### config.mk
export PLATFORM = sky130hd
export DESIGN_NAME = eased_box_animation_step_unit
export DESIGN_NICKNAME = d
export VERILOG_FILES = /design/src/hw/rtl/ebas_pkg.sv /design/src/hw/rtl/ebas_ram.sv /design/src/hw/rtl/ebas_ctrl.sv /design/src/hw/rtl/ebas_dp.sv /design/src/hw/rtl/eased_box_animation_step_unit.sv
export SDC_FILE = /design/constraint.sdc
export NUM_CORES = 2
export LEC_CHECK = 0
export BUFFER_PORTS_ARGS = -buffer_cell sky130_fd_sc_hd__buf_2
export CORE_UTILIZATION = 63
export CTS_CLUSTER_DIAMETER = 200
export CTS_CLUSTER_SIZE = 10
export DETAILED_ROUTE_END_ITERATION = 12
export PLACE_DENSITY = 0.82
export SLEW_MARGIN = 20
export SYNTH_ARGS = -nofsm -noshare
export SYNTH_HDL_FRONTEND = slang
export SYNTH_SLANG_ARGS = --single-unit
### constraint.sdc
create_clock -name i_clk -period 13.65 [get_ports i_clk]
set_input_delay 2.0475 -clock i_clk [delete_from_list [all_inputs] [get_ports i_clk]]
set_output_delay 2.0475 -clock i_clk [all_outputs]
set_load 0.05 [all_outputs]
### src/hw/rtl/ebas_pkg.sv
// Package for the eased box animation step unit.
// Holds request codes, state machine type, widths and controller/datapath structs.
`default_nettype none
package ebas_pkg;
    localparam int CURVE_POINTS_DEF = 64;
    localparam int PROG_W = 17;
    localparam int FACT_W = 18;

    typedef enum logic [1:0] {
        REQ_LOAD  = 2'd0,
        REQ_START = 2'd1,
        REQ_TICK  = 2'd2,
        REQ_NONE  = 2'd3
    } t_req;

    typedef enum logic [2:0] {
        ST_IDLE,
        ST_DIV,
        ST_SEARCH,
        ST_FETCH,
        ST_MUL,
        ST_OUT
    } t_state;

    typedef struct packed {
        logic load_box;
        logic div_start;
        logic search_init;
        logic search_step;
        logic mul_step;
        logic out_load;
        logic out_idle;
    } t_cmd;

    typedef struct packed {
        logic div_done;
        logic search_done;
        logic mul_done;
    } t_status;
endpackage
`default_nettype wire

### src/hw/rtl/ebas_ram.sv
// Generic single-port-write, single-port-read RAM with registered read data.
// No dependencies.
`default_nettype none
module ebas_ram #(
    parameter int WIDTH = 8,
    parameter int DEPTH = 64
) (
    input  wire logic                     i_clk,
    input  wire logic                     i_we,
    input  wire logic [$clog2(DEPTH)-1:0] i_waddr,
    input  wire logic [WIDTH-1:0]         i_wdata,
    input  wire logic [$clog2(DEPTH)-1:0] i_raddr,
    output logic      [WIDTH-1:0]         o_rdata
);
    logic [WIDTH-1:0] r_mem [DEPTH];

    always_ff @(posedge i_clk) begin
        if (i_we) begin
            r_mem[i_waddr] <= i_wdata;
        end
        o_rdata <= r_mem[i_raddr];
    end
endmodule
`default_nettype wire

### src/hw/rtl/ebas_ctrl.sv
// Controller state machine of the eased box animation step unit.
// Depends on ebas_pkg.
`default_nettype none
module ebas_ctrl (
    input  wire logic              i_clk,
    input  wire logic              i_rst_n,
    input  wire logic              i_in_req,
    input  wire ebas_pkg::t_req    i_req_type,
    input  wire logic              i_running,
    input  wire logic              i_out_free,
    input  wire ebas_pkg::t_status i_status,
    output logic                   o_in_ready,
    output ebas_pkg::t_cmd         o_cmd
);
    ebas_pkg::t_state r_state, n_state;

    always_ff @(posedge i_clk) begin
        if (!i_rst_n) begin
            r_state <= ebas_pkg::ST_IDLE;
        end else begin
            r_state <= n_state;
        end
    end

    always_comb begin
        n_state = r_state;
        o_cmd = '0;
        o_in_ready = 1'b0;
        unique case (r_state)
            ebas_pkg::ST_IDLE: begin
                o_in_ready = 1'b1;
                if (i_in_req && i_req_type == ebas_pkg::REQ_TICK) begin
                    o_cmd.load_box = 1'b1;
                    if (i_running) begin
                        o_cmd.div_start = 1'b1;
                        n_state = ebas_pkg::ST_DIV;
                    end else begin
                        o_cmd.out_idle = 1'b1;
                        n_state = ebas_pkg::ST_OUT;
                    end
                end
            end
            ebas_pkg::ST_DIV: begin
                if (i_status.div_done) begin
                    o_cmd.search_init = 1'b1;
                    n_state = ebas_pkg::ST_SEARCH;
                end
            end
            ebas_pkg::ST_SEARCH: begin
                if (i_status.search_done) begin
                    n_state = ebas_pkg::ST_FETCH;
                end else begin
                    o_cmd.search_step = 1'b1;
                end
            end
            ebas_pkg::ST_FETCH: begin
                n_state = ebas_pkg::ST_MUL;
            end
            ebas_pkg::ST_MUL: begin
                o_cmd.mul_step = 1'b1;
                if (i_status.mul_done) begin
                    n_state = ebas_pkg::ST_OUT;
                end
            end
            ebas_pkg::ST_OUT: begin
                if (i_out_free) begin
                    o_cmd.out_load = 1'b1;
                    n_state = ebas_pkg::ST_IDLE;
                end
            end
            default: n_state = ebas_pkg::ST_IDLE;
        endcase
    end
endmodule
`default_nettype wire

### src/hw/rtl/ebas_dp.sv
// Datapath of the eased box animation step unit: curve tables, frame state,
// serial divider, table search and shared multiplier. Depends on ebas_pkg, ebas_ram.
`default_nettype none
module ebas_dp #(
    parameter int CURVE_POINTS = ebas_pkg::CURVE_POINTS_DEF
) (
    input  wire logic                            i_clk,
    input  wire logic                            i_rst_n,
    input  wire logic                            i_cfg_we,
    input  wire logic [15:0]                     i_cfg_data,
    input  wire logic                            i_in_req,
    input  wire ebas_pkg::t_req                  i_req_type,
    input  wire logic [5:0]                      i_point_index,
    input  wire logic [ebas_pkg::PROG_W-1:0]     i_point_progress,
    input  wire logic signed [ebas_pkg::FACT_W-1:0] i_point_factor,
    input  wire logic [123:0]                    i_box,
    input  wire ebas_pkg::t_cmd                  i_cmd,
    output ebas_pkg::t_status                    o_status,
    output logic                                 o_running,
    output logic [62:0]                          o_result
);
    localparam int AW = $clog2(CURVE_POINTS);

    logic [15:0] r_total, r_passed;
    logic        r_running;
    logic [123:0] r_box;

    // Serial restoring divider: (passed << 16) / total, 32-bit quotient.
    logic [31:0] r_quo;
    logic [16:0] r_rem;
    logic [5:0]  r_dcnt;
    logic        r_dbusy;
    logic [17:0] w_trial;
    logic [16:0] w_rem_sh;

    logic [AW-1:0] r_lo, r_hi;
    logic [ebas_pkg::PROG_W-1:0] w_prog_rd;
    logic signed [ebas_pkg::FACT_W-1:0] w_fact_rd;
    logic [AW-1:0] w_mid, w_raddr;
    logic          r_cmp_pend;
    logic [32:0]   w_progress;

    logic [2:0]  r_mcnt;
    logic signed [16:0] w_diff, w_base;
    logic signed [35:0] r_prod;
    logic        r_prod_v;
    logic [1:0]  r_fidx;
    logic signed [18:0] r_res [4];
    logic        r_more;
    logic        w_we;

    assign w_we = i_in_req && i_req_type == ebas_pkg::REQ_LOAD
                  && ({26'd0, i_point_index} < 32'(CURVE_POINTS));
    assign w_mid = AW'(({1'b0, r_lo} + {1'b0, r_hi}) >> 1);
    assign w_raddr = (i_cmd.search_step && !r_cmp_pend) ? w_mid : r_hi;

    ebas_ram #(.WIDTH(ebas_pkg::PROG_W), .DEPTH(CURVE_POINTS)) u_prog_ram (
        .i_clk, .i_we(w_we), .i_waddr(AW'(i_point_index)), .i_wdata(i_point_progress),
        .i_raddr(w_raddr), .o_rdata(w_prog_rd)
    );
    ebas_ram #(.WIDTH(ebas_pkg::FACT_W), .DEPTH(CURVE_POINTS)) u_fact_ram (
        .i_clk, .i_we(w_we), .i_waddr(AW'(i_point_index)), .i_wdata(i_point_factor),
        .i_raddr(w_raddr), .o_rdata(w_fact_rd)
    );

    assign w_rem_sh = {r_rem[15:0], r_quo[31]};
    assign w_trial = {1'b0, w_rem_sh} - {2'b0, r_total};
    assign w_progress = (r_total == 16'd0) ? 33'd65536 : {1'b0, r_quo};

    always_ff @(posedge i_clk) begin
        if (!i_rst_n) begin
            r_total <= 16'd1;
            r_passed <= '0;
            r_running <= 1'b0;
            r_dbusy <= 1'b0;
            r_cmp_pend <= 1'b0;
            r_prod_v <= 1'b0;
            r_mcnt <= '0;
        end else begin
            if (i_cfg_we) begin
                r_total <= i_cfg_data;
            end
            if (i_in_req && i_req_type == ebas_pkg::REQ_START) begin
                r_passed <= '0;
                r_running <= 1'b1;
            end
            if (i_cmd.load_box) begin
                r_box <= i_box;
            end
            if (i_cmd.div_start) begin
                r_quo <= {r_passed, 16'd0};
                r_rem <= '0;
                r_dcnt <= '0;
                r_dbusy <= 1'b1;
            end else if (r_dbusy) begin
                if (!w_trial[17]) begin
                    r_rem <= w_trial[16:0];
                    r_quo <= {r_quo[30:0], 1'b1};
                end else begin
                    r_rem <= w_rem_sh;
                    r_quo <= {r_quo[30:0], 1'b0};
                end
                r_dcnt <= r_dcnt + 6'd1;
                if (r_dcnt == 6'd31) begin
                    r_dbusy <= 1'b0;
                end
            end
            if (i_cmd.search_init) begin
                r_lo <= '0;
                r_hi <= AW'(CURVE_POINTS - 1);
                r_cmp_pend <= 1'b0;
            end else if (i_cmd.search_step) begin
                if (!r_cmp_pend) begin
                    r_cmp_pend <= 1'b1;
                end else begin
                    r_cmp_pend <= 1'b0;
                    if ({16'd0, w_prog_rd} <= w_progress) begin
                        r_lo <= w_mid;
                    end else begin
                        r_hi <= w_mid;
                    end
                end
            end
            if (i_cmd.search_init) begin
                if (w_progress >= 33'd65536) begin
                    r_running <= 1'b0;
                    r_more <= 1'b0;
                end else begin
                    r_passed <= r_passed + 16'd1;
                    r_more <= 1'b1;
                end
            end
            if (i_cmd.out_idle) begin
                r_more <= 1'b0;
                r_res[0] <= 19'(signed'(i_box[77:62]));
                r_res[1] <= 19'(signed'(i_box[93:78]));
                r_res[2] <= {4'b0, i_box[108:94]};
                r_res[3] <= {4'b0, i_box[123:109]};
            end
            // Four fields share one multiplier: select difference, multiply, then scale.
            if (i_cmd.mul_step) begin
                r_mcnt <= r_mcnt + 3'd1;
                r_prod_v <= 1'b1;
                r_fidx <= r_mcnt[1:0];
                r_prod <= w_diff * w_fact_rd;
                if (r_prod_v) begin
                    r_res[r_fidx] <= 19'(w_base) + 19'(r_prod / 36'sd65536);
                end
                if (r_mcnt == 3'd4) begin
                    r_mcnt <= '0;
                    r_prod_v <= 1'b0;
                end
            end else begin
                r_mcnt <= '0;
                r_prod_v <= 1'b0;
            end
        end
    end

    // Difference of the field entering the multiplier.
    always_comb begin
        logic signed [16:0] s, t;
        s = '0;
        t = '0;
        case (r_mcnt[1:0])
            2'd0: begin s = 17'(signed'(r_box[15:0]));  t = 17'(signed'(r_box[77:62])); end
            2'd1: begin s = 17'(signed'(r_box[31:16])); t = 17'(signed'(r_box[93:78])); end
            2'd2: begin s = {2'b0, r_box[46:32]};        t = {2'b0, r_box[108:94]}; end
            default: begin s = {2'b0, r_box[61:47]};     t = {2'b0, r_box[123:109]}; end
        endcase
        w_diff = t - s;
    end

    // Start value of the field whose product is being scaled.
    always_comb begin
        case (r_fidx)
            2'd0: w_base = 17'(signed'(r_box[15:0]));
            2'd1: w_base = 17'(signed'(r_box[31:16]));
            2'd2: w_base = {2'b0, r_box[46:32]};
            default: w_base = {2'b0, r_box[61:47]};
        endcase
    end

    function automatic logic [15:0] sat_s(input logic signed [18:0] v);
        if (v > 19'sd32767) return 16'h7FFF;
        if (v < -19'sd32768) return 16'h8000;
        return v[15:0];
    endfunction
    function automatic logic [14:0] sat_u(input logic signed [18:0] v);
        if (v > 19'sd32767) return 15'h7FFF;
        if (v < 19'sd0) return 15'd0;
        return v[14:0];
    endfunction

    assign o_running = r_running;
    assign o_status.div_done = !r_dbusy && !i_cmd.div_start;
    assign o_status.search_done = !r_cmp_pend && ((r_hi - r_lo) == AW'(1));
    assign o_status.mul_done = r_mcnt == 3'd4;
    assign o_result =
        {r_more, sat_u(r_res[3]), sat_u(r_res[2]), sat_s(r_res[1]), sat_s(r_res[0])};
endmodule
`default_nettype wire

### src/hw/rtl/eased_box_animation_step_unit.sv
// A running tick passes through the serial divide, a bisection search of the curve
// table, a table fetch and the shared multiplier for the four fields; no new request is
// taken until its result is loaded. An idle tick skips those steps, load and start
// requests are taken in the idle state, and a stalled result holds input.
// Synchronous active-low reset clears control state, the frame counter and running,
// and sets the frame count to 1; the curve table is not cleared.
`default_nettype none
module eased_box_animation_step_unit #(
    parameter int CURVE_POINTS = ebas_pkg::CURVE_POINTS_DEF
) (
    input  wire logic         i_clk,
    input  wire logic         i_rst_n,
    input  wire logic         i_cfg_we,
    input  wire logic [15:0]  i_cfg_data,
    input  wire logic         s_axis_tvalid,
    output logic              s_axis_tready,
    // tdata: point_index, point_progress, point_factor, start_x, start_y, start_w,
    // start_h, target_x, target_y, target_w, target_h, zero fill.
    input  wire logic [167:0] s_axis_tdata,
    // tuser: req_type.
    input  wire logic [1:0]   s_axis_tuser,
    output logic              m_axis_tvalid,
    input  wire logic         m_axis_tready,
    // tdata: box_x, box_y, box_w, box_h, more_frames, zero fill.
    output logic [63:0]       m_axis_tdata
);
    ebas_pkg::t_cmd    w_cmd;
    ebas_pkg::t_status w_status;
    logic w_in_req, w_running, r_valid, w_out_free;
    logic [62:0] w_res;
    logic [63:0] r_data;

    assign w_in_req = s_axis_tvalid && s_axis_tready;
    assign w_out_free = !r_valid || m_axis_tready;

    ebas_ctrl u_ctrl (
        .i_clk, .i_rst_n, .i_in_req(w_in_req),
        .i_req_type(ebas_pkg::t_req'(s_axis_tuser)), .i_running(w_running),
        .i_out_free(w_out_free), .i_status(w_status),
        .o_in_ready(s_axis_tready), .o_cmd(w_cmd)
    );

    ebas_dp #(.CURVE_POINTS(CURVE_POINTS)) u_dp (
        .i_clk, .i_rst_n, .i_cfg_we, .i_cfg_data, .i_in_req(w_in_req),
        .i_req_type(ebas_pkg::t_req'(s_axis_tuser)),
        .i_point_index(s_axis_tdata[5:0]), .i_point_progress(s_axis_tdata[22:6]),
        .i_point_factor(s_axis_tdata[40:23]), .i_box(s_axis_tdata[164:41]),
        .i_cmd(w_cmd), .o_status(w_status), .o_running(w_running), .o_result(w_res)
    );

    always_ff @(posedge i_clk) begin
        if (!i_rst_n) begin
            r_valid <= 1'b0;
        end else if (w_cmd.out_load) begin
            r_valid <= 1'b1;
        end else if (m_axis_tready) begin
            r_valid <= 1'b0;
        end
        if (w_cmd.out_load) begin
            r_data <= {1'b0, w_res};
        end
    end

    assign m_axis_tvalid = r_valid;
    assign m_axis_tdata = r_data;
endmodule
`default_nettype wire
# Word-level counts from Yosys, hierarchy flattened
# Memory sizes are Yosys's and may differ from the RTL's. A register that Yosys moved wholly into a read port is not among the register bits.
# Cells that the tools add are included.
# Widths: inputs -> output; s select.
# word_totals
reg_bits	334
ramBits	2316
inputBits	191
output_inout_bits	66
wordCells	193
mem_count	3
# mem_list
name	depth	word_bits	rd	rd_ports_with_merged_regs	write_ports	line	text
u_dp.u_fact_ram.r_mem	64	18	1	1	1	ebas_ram.sv:15	logic [WIDTH-1:0] r_mem [DEPTH];
u_dp.u_prog_ram.r_mem	64	17	1	1	1	ebas_ram.sv:15	
u_dp.r_res	4	19	4	0	4	ebas_dp.sv:48	logic signed [18:0] r_res [4];
# op_classes
n_addsub	9
multipliers	1
n_lt_le_gt_ge	10
eq_ne	20
muxes	93
bitwise	3
reduce_logical	34
# ops
operator	n
$mux 16	13
$pmux 17 s3	3
$mux 15	8
$mux 32	3
$gt 19x16->1 const B	4
$mux 6	8
$mux 1	47
$lt 19x1->1 const B	2
$lt 19x16->1 const B	2
$mul 17x18->35	1
$ge 33x17->1 const B	1
$le 17x33->1	1
$add 17x19->19	1
$add 19x1->19	1
$mux 19	1
$reduce_or 19->1	1
$mux 3	6
$pmux 3 s6	1
$sub 17x16->18	1
$sub 17x17->17	1
$add 16x1->16 const B	1
$logic_not 16->1	1
$reduce_or 16->1	1
$reduce_bool 2->1	6
other kinds (26)	55

# Longest topological paths before layout
# depth
word_depth	12
ltp_mapped	44
depth_no_buf	42

# Cells and area by module
# Synthesis repeated with hierarchy kept, for this count alone.
# unflattened
hier_cells	6772
area_unflattened_um2	117913.1
# by_module_without_submodules
module	instances	cells_each	area_each_um2	seq_area_each_um2
ebas_ram (u_dp.u_fact_ram)	1	1957	44621.5	34953.5
ebas_ram (u_dp.u_prog_ram)	1	1953	42344.4	33011.7
ebas_dp	1	2755	28676.3	9909.5
eased_box_animation_step_unit	1	70	1958.1	1911.8
ebas_ctrl	1	37	312.8	60.1

# Worst setup path after synthesis
# No wires, ideal clock.
# synth_path
path_kind	register to register
from	register u_dp.r_mcnt[0]
to	register, netlist name u_dp.r_prod[34]
setup_time_ps	260
t_arrival_ps	9372
t_required_ps	13390
setup_slack_ps	4018
path_stages_with_launch	42
n_path_buf	3
synth_period_minus_slack_ps	9632
cell_sequence	dfxtp_1 > inv_1 > ha_1 > clkbuf_1 > clkbuf_1 > a222oi_1 > a21oi_1 > ha_1 > inv_1 > fa_1 > a21o_1 > a21oi_1 > o21ai_0 > a21oi_1 > o21ai_0 > a21oi_1 > o21ai_0 > o41ai_1 > [6 not listed] > inv_1 > fa_1 > fa_1 > fa_1 > inv_1 > fa_1 > inv_1 > ha_1 > and3_1 > nand2_1 > or2_2 > o211ai_1 > a31oi_1 > a211o_1 > o21ai_0 > a221o_1 > a21oi_1 > xnor2_1
# synth_via
elab_chain_cells	4
elab_cells_between_ends	7
classes_between	1 x add/sub; 1 x mul; 2 x eq/ne; 2 x mux; 1 x reduce/logical
# synth_lines
item	line	text
start, declared	ebas_dp.sv:43	logic [2:0] r_mcnt;
start signal, assigned	ebas_dp.sv:142	r_mcnt <= r_mcnt + 3'd1;
$eq 2x2->1, or another cell as far along	ebas_dp.sv:165	case (r_mcnt[1:0])
$pmux 17 s3	ebas_dp.sv:165	
$sub 17x17->17 (*)	ebas_dp.sv:171	w_diff = t - s;
$mul 17x18->35 (*)	ebas_dp.sv:145	r_prod <= w_diff * w_fact_rd;
# Every way passes the cells marked *; elsewhere a longest branch is shown, timed or not.
# A chain may end at the register's enable or synchronous reset.

# Worst setup path after layout
# layout_path
from	register u_dp.r_mcnt[0]
to	register u_dp.r_prod[33] (data pin)
# layout_via
elab_chain_cells	4
elab_cells_between_ends	7
classes_between	1 x add/sub; 1 x mul; 2 x eq/ne; 2 x mux; 1 x reduce/logical
# layout_lines
item	line	text
$eq 2x2->1, or another cell as far along	ebas_dp.sv:165	
$pmux 17 s3	ebas_dp.sv:165	
$sub 17x17->17 (*)	ebas_dp.sv:171	
$mul 17x18->35 (*)	ebas_dp.sv:145	
end signal, assigned	ebas_dp.sv:145	
end, declared	ebas_dp.sv:45	logic signed [35:0] r_prod;
# Marked as above.

==> results.cfg <==
[setup_path]
r2r.worst_path.cells = 34
rrSetupSlack_ns = 2.24
endpoint = u_dp.r_prod[33]
regToRegEndpoint = u_dp.r_prod[33]
timing.setup.critical_path_class = reg -> reg
timing.critical_path.slowest_cell_delay_ns = 0.79
worstPathRequired_ns = 14.29
cpMaxStageDelayCell = sky130_fd_sc_hd__nor2_2
worstSetupStartpoint = u_dp.r_mcnt[0]
critical_path.reg2reg.startpoint = u_dp.r_mcnt[0]
critical_path_at_ns = 12.06
critical_path.startpoint_type = flop
setup.worst_path.end_class = flop
critPathMostFrequentCell = sky130_fd_sc_hd__fa_1
max_fanout_on_critical_path = 40

[global_route]
antenna_found_initial = 41
grt_overflow_total = 0
grt_max_degree = 189
grtUsageTotal_pct = 35.72
number_of_global_route_vias_before_repair = 78390
grt_pass1_wl_mm = 496.1

[sta]
timing_worst_slew_pin_value_ns = 1.412
setup_viol = 0
total_negative_slack_for_setup_checks_ns = 0
drv_slew = 0
worst_clock_skew_ns = 0.09843
timing.fmax_ghz = 0.08762
rsz_0062_raised_after_global_routing = false
final-hold-violation-count = 0
min_period_ns = 11.41
slew_headroom_pct = 4.858
share_of_the_cycle_needed_by_the_critical_path_after_routing_pct = 83.62

[clock_network]
clock_tree.root_cell = sky130_fd_sc_hd__clkbuf_16
cts.sink_count = 2685
clock_tree_from_tritoncts = done
cts_repair_resize_count = 0
buffers_inserted_during_post_cts_setup_optimization = 0
clock_latency_ns = 0.96
cts.clk_slew.worst_paths_ns = 0.07
numCtsBuffers = 318
holdBufCountCts = 0
ctsHtreeMaxLevel = 5
cts-root-to-sink-buffers = 4

[floorplan]
initial_utilization_pct = 63.65
io-pin-count = 257
floorplan.die.width_um = 435.7
die_span_in_y_um = 435.7
placementRows = 158
core_area_um2 = 186200
fp.dieArea_um2 = 189900

[yosys]
synth_sequential_area_ratio_pct = 67.37
synth-edff-count = 2607
yosys_register_bits = 2685
number_of_distinct_library_cells_after_synthesis = 99
synth.cells.most_frequent = sky130_fd_sc_hd__edfxtp_1, sky130_fd_sc_hd__nand2_1, sky130_fd_sc_hd__inv_1, sky130_fd_sc_hd__nand3_1, sky130_fd_sc_hd__a21oi_1
net_count_of_the_mapped_netlist = 9123
synth_top_flop_cell = sky130_fd_sc_hd__edfxtp_1
synth.avg_cell_area_um2 = 14.03
yosys_warnings = 0
yosysMostFrequentCell = sky130_fd_sc_hd__edfxtp_1
synth_top_area_share_pct = 66.05
synth_cells = 8445
netlist_top_cells_area = sky130_fd_sc_hd__edfxtp_1, sky130_fd_sc_hd__nand2_1, sky130_fd_sc_hd__fa_1, sky130_fd_sc_hd__mux4_2, sky130_fd_sc_hd__ha_1
synthesized_cell_area_um2 = 118500
synth_area_leader_cell = sky130_fd_sc_hd__edfxtp_1
postSynth.asyncResetShare_pct = 0

[finish]
nets = 9439
syn_to_layout_area_delta_pct = 11.06
post_route_cells_drive_above_1_share_pct = 12.69

[detailed_routing]
firstDrtPassIters = 9
detail_route.vias_per_cell = 6.867
drc_errors = 0
drtAntennaViolNets = 0
totalWireLength_mm = 342.8
drt_iter0_drc = 12040
routed_wire_length_per_instance_um = 30.26
vias = 77800

[worst_hold_path]
min-delay-path-class = reg -> reg

[status]
status = complete, no violations

[placement]
place.detailed.hpwl_mm = 191.4
placement.io_buffers = 252
finalWeightedCongestion = 0.9054

[job]
drv.max_cap_violation_count = 0
worst max-delay path, delay by kind of cell (launching register included):
family          cells  cell delay (ns)
compound gates     14             4.08
xor+xnor            1             0.11
fa+ha+maj           9             4.00
buf+inv             7             1.36
flops               1             0.42
simple gates        3             1.14
registers in the layout (all words and copies together), names as in the netlist, 6 cells and up:
signal                   flops
u_dp.r_lo                    6
u_dp.r_passed               16
u_dp.r_res                  76
u_dp.r_box                 124
u_dp.u_fact_ram.r_mem     1152
u_dp.r_hi                    6
u_dp.r_quo                  32
u_dp.u_prog_ram.o_rdata     17
m_axis_tdata                63
u_dp.u_prog_ram.r_mem     1088
u_dp.u_fact_ram.o_rdata     18
u_dp.r_dcnt                  6
u_dp.r_prod                 35
u_dp.r_rem                  16
u_dp.r_total                16
area by class of cell:
type | count | area [um^2]
Fill cell | 11070 | 54600
Clock inverter | 6 | 81.33
Inverter | 406 | 1524
Multi-Input combinational cell | 4915 | 35850
Antenna cell | 25 | 62.56
Tap cell | 2480 | 3103
Timing Repair Buffer | 435 | 2808
Sequential cell | 2685 | 79850
Clock buffer | 378 | 8353
logic make-up (layout without fill, tap and decap cells):
| logic type | Yosys count | in the layout | share of synthesized area (%) |
|---|---|---|---|
| other | 1 | 26 | 0.003164 |
| DFF | 2685 | 2685 | 67.37 |
| buffers and inverters | 845 | 1225 | 2.994 |
| and+or+nand+nor | 2836 | 2836 | 10.48 |
| muxes | 386 | 386 | 5.047 |
| adders and majority gates | 487 | 487 | 7.155 |
| xor gates and xnor gates | 92 | 92 | 0.6862 |
| AOI/OAI and AO/OA | 1113 | 1113 | 6.270 |
metrics by stage:
step | hold slack [ns] | std cells | util (%) | setup slack, ns | area [um^2]
after floorplan | 0.4003 | 8445 | - | 4.018 | 118500
after global placement | 0.4547 | 10920 | 66.05 | 2.800 | 123000
after detailed placement | 0.4569 | 10920 | 66.06 | 2.520 | 123000
after CTS | 0.4709 | 11300 | 70.59 | 2.382 | 131500
after global routing | 0.4861 | 11320 | 70.67 | 1.635 | 131600
final | 0.4715 | 11330 | 70.68 | 2.236 | 131600
cells in the final DEF, fill, tap and decap left out, drive strengths merged, types with 9 or more instances in the layout:
cell type	count
a21boi	17
nor3	31
a31oi	68
inv	409
o221ai	29
a2111oi	59
diode	25
xor2	21
buf	435
a21oi	371
and3	111
clkbuf	378
mux2	40
nand4	34
and2	138
a222oi	30
nor4	72
nand2	1707
o21ai	158
o211a	22
mux2i	181
edfxtp	2607
mux4	165
nor2b	55
nor2	259
or2	10
xnor2	71
o22ai	39
o21a	53
a21o	46
a22oi	51
dfxtp	78
o21bai	9
nand3	372
fa	318
nand2b	17
a211oi	74
o221a	9
ha	169
per-layer routing:
| metal | global-route usage (%) | routed length [um] | part of all wire [%] | vias up |
|---|---|---|---|---|
| li1 | - | - | - | 31430 |
| met1 | 44.11 | 110300 | 32 | 37940 |
| met2 | 55.86 | 159300 | 46 | 6854 |
| met3 | 9.573 | 47780 | 14 | 1551 |
| met4 | 23.58 | 25190 | 7.3 | 28 |
| met5 | 0 | 212 | 0.062 | - |
worst min path at each step:
stage	startpoint	endpoint	cells past startpoint
floorplan	u_dp.r_more	m_axis_tdata[62]	0
global placement	u_dp.r_more	m_axis_tdata[62]	0
detailed placement	u_dp.r_more	m_axis_tdata[62]	0
CTS	u_dp.r_more	m_axis_tdata[62]	0
global route	u_dp.r_more	m_axis_tdata[62]	0
finish	u_dp.r_more	m_axis_tdata[62]	0
Power is left out: the tool's default activity adds up to more than one toggle a clock period on the data nets, which glitch-free logic cannot reach.
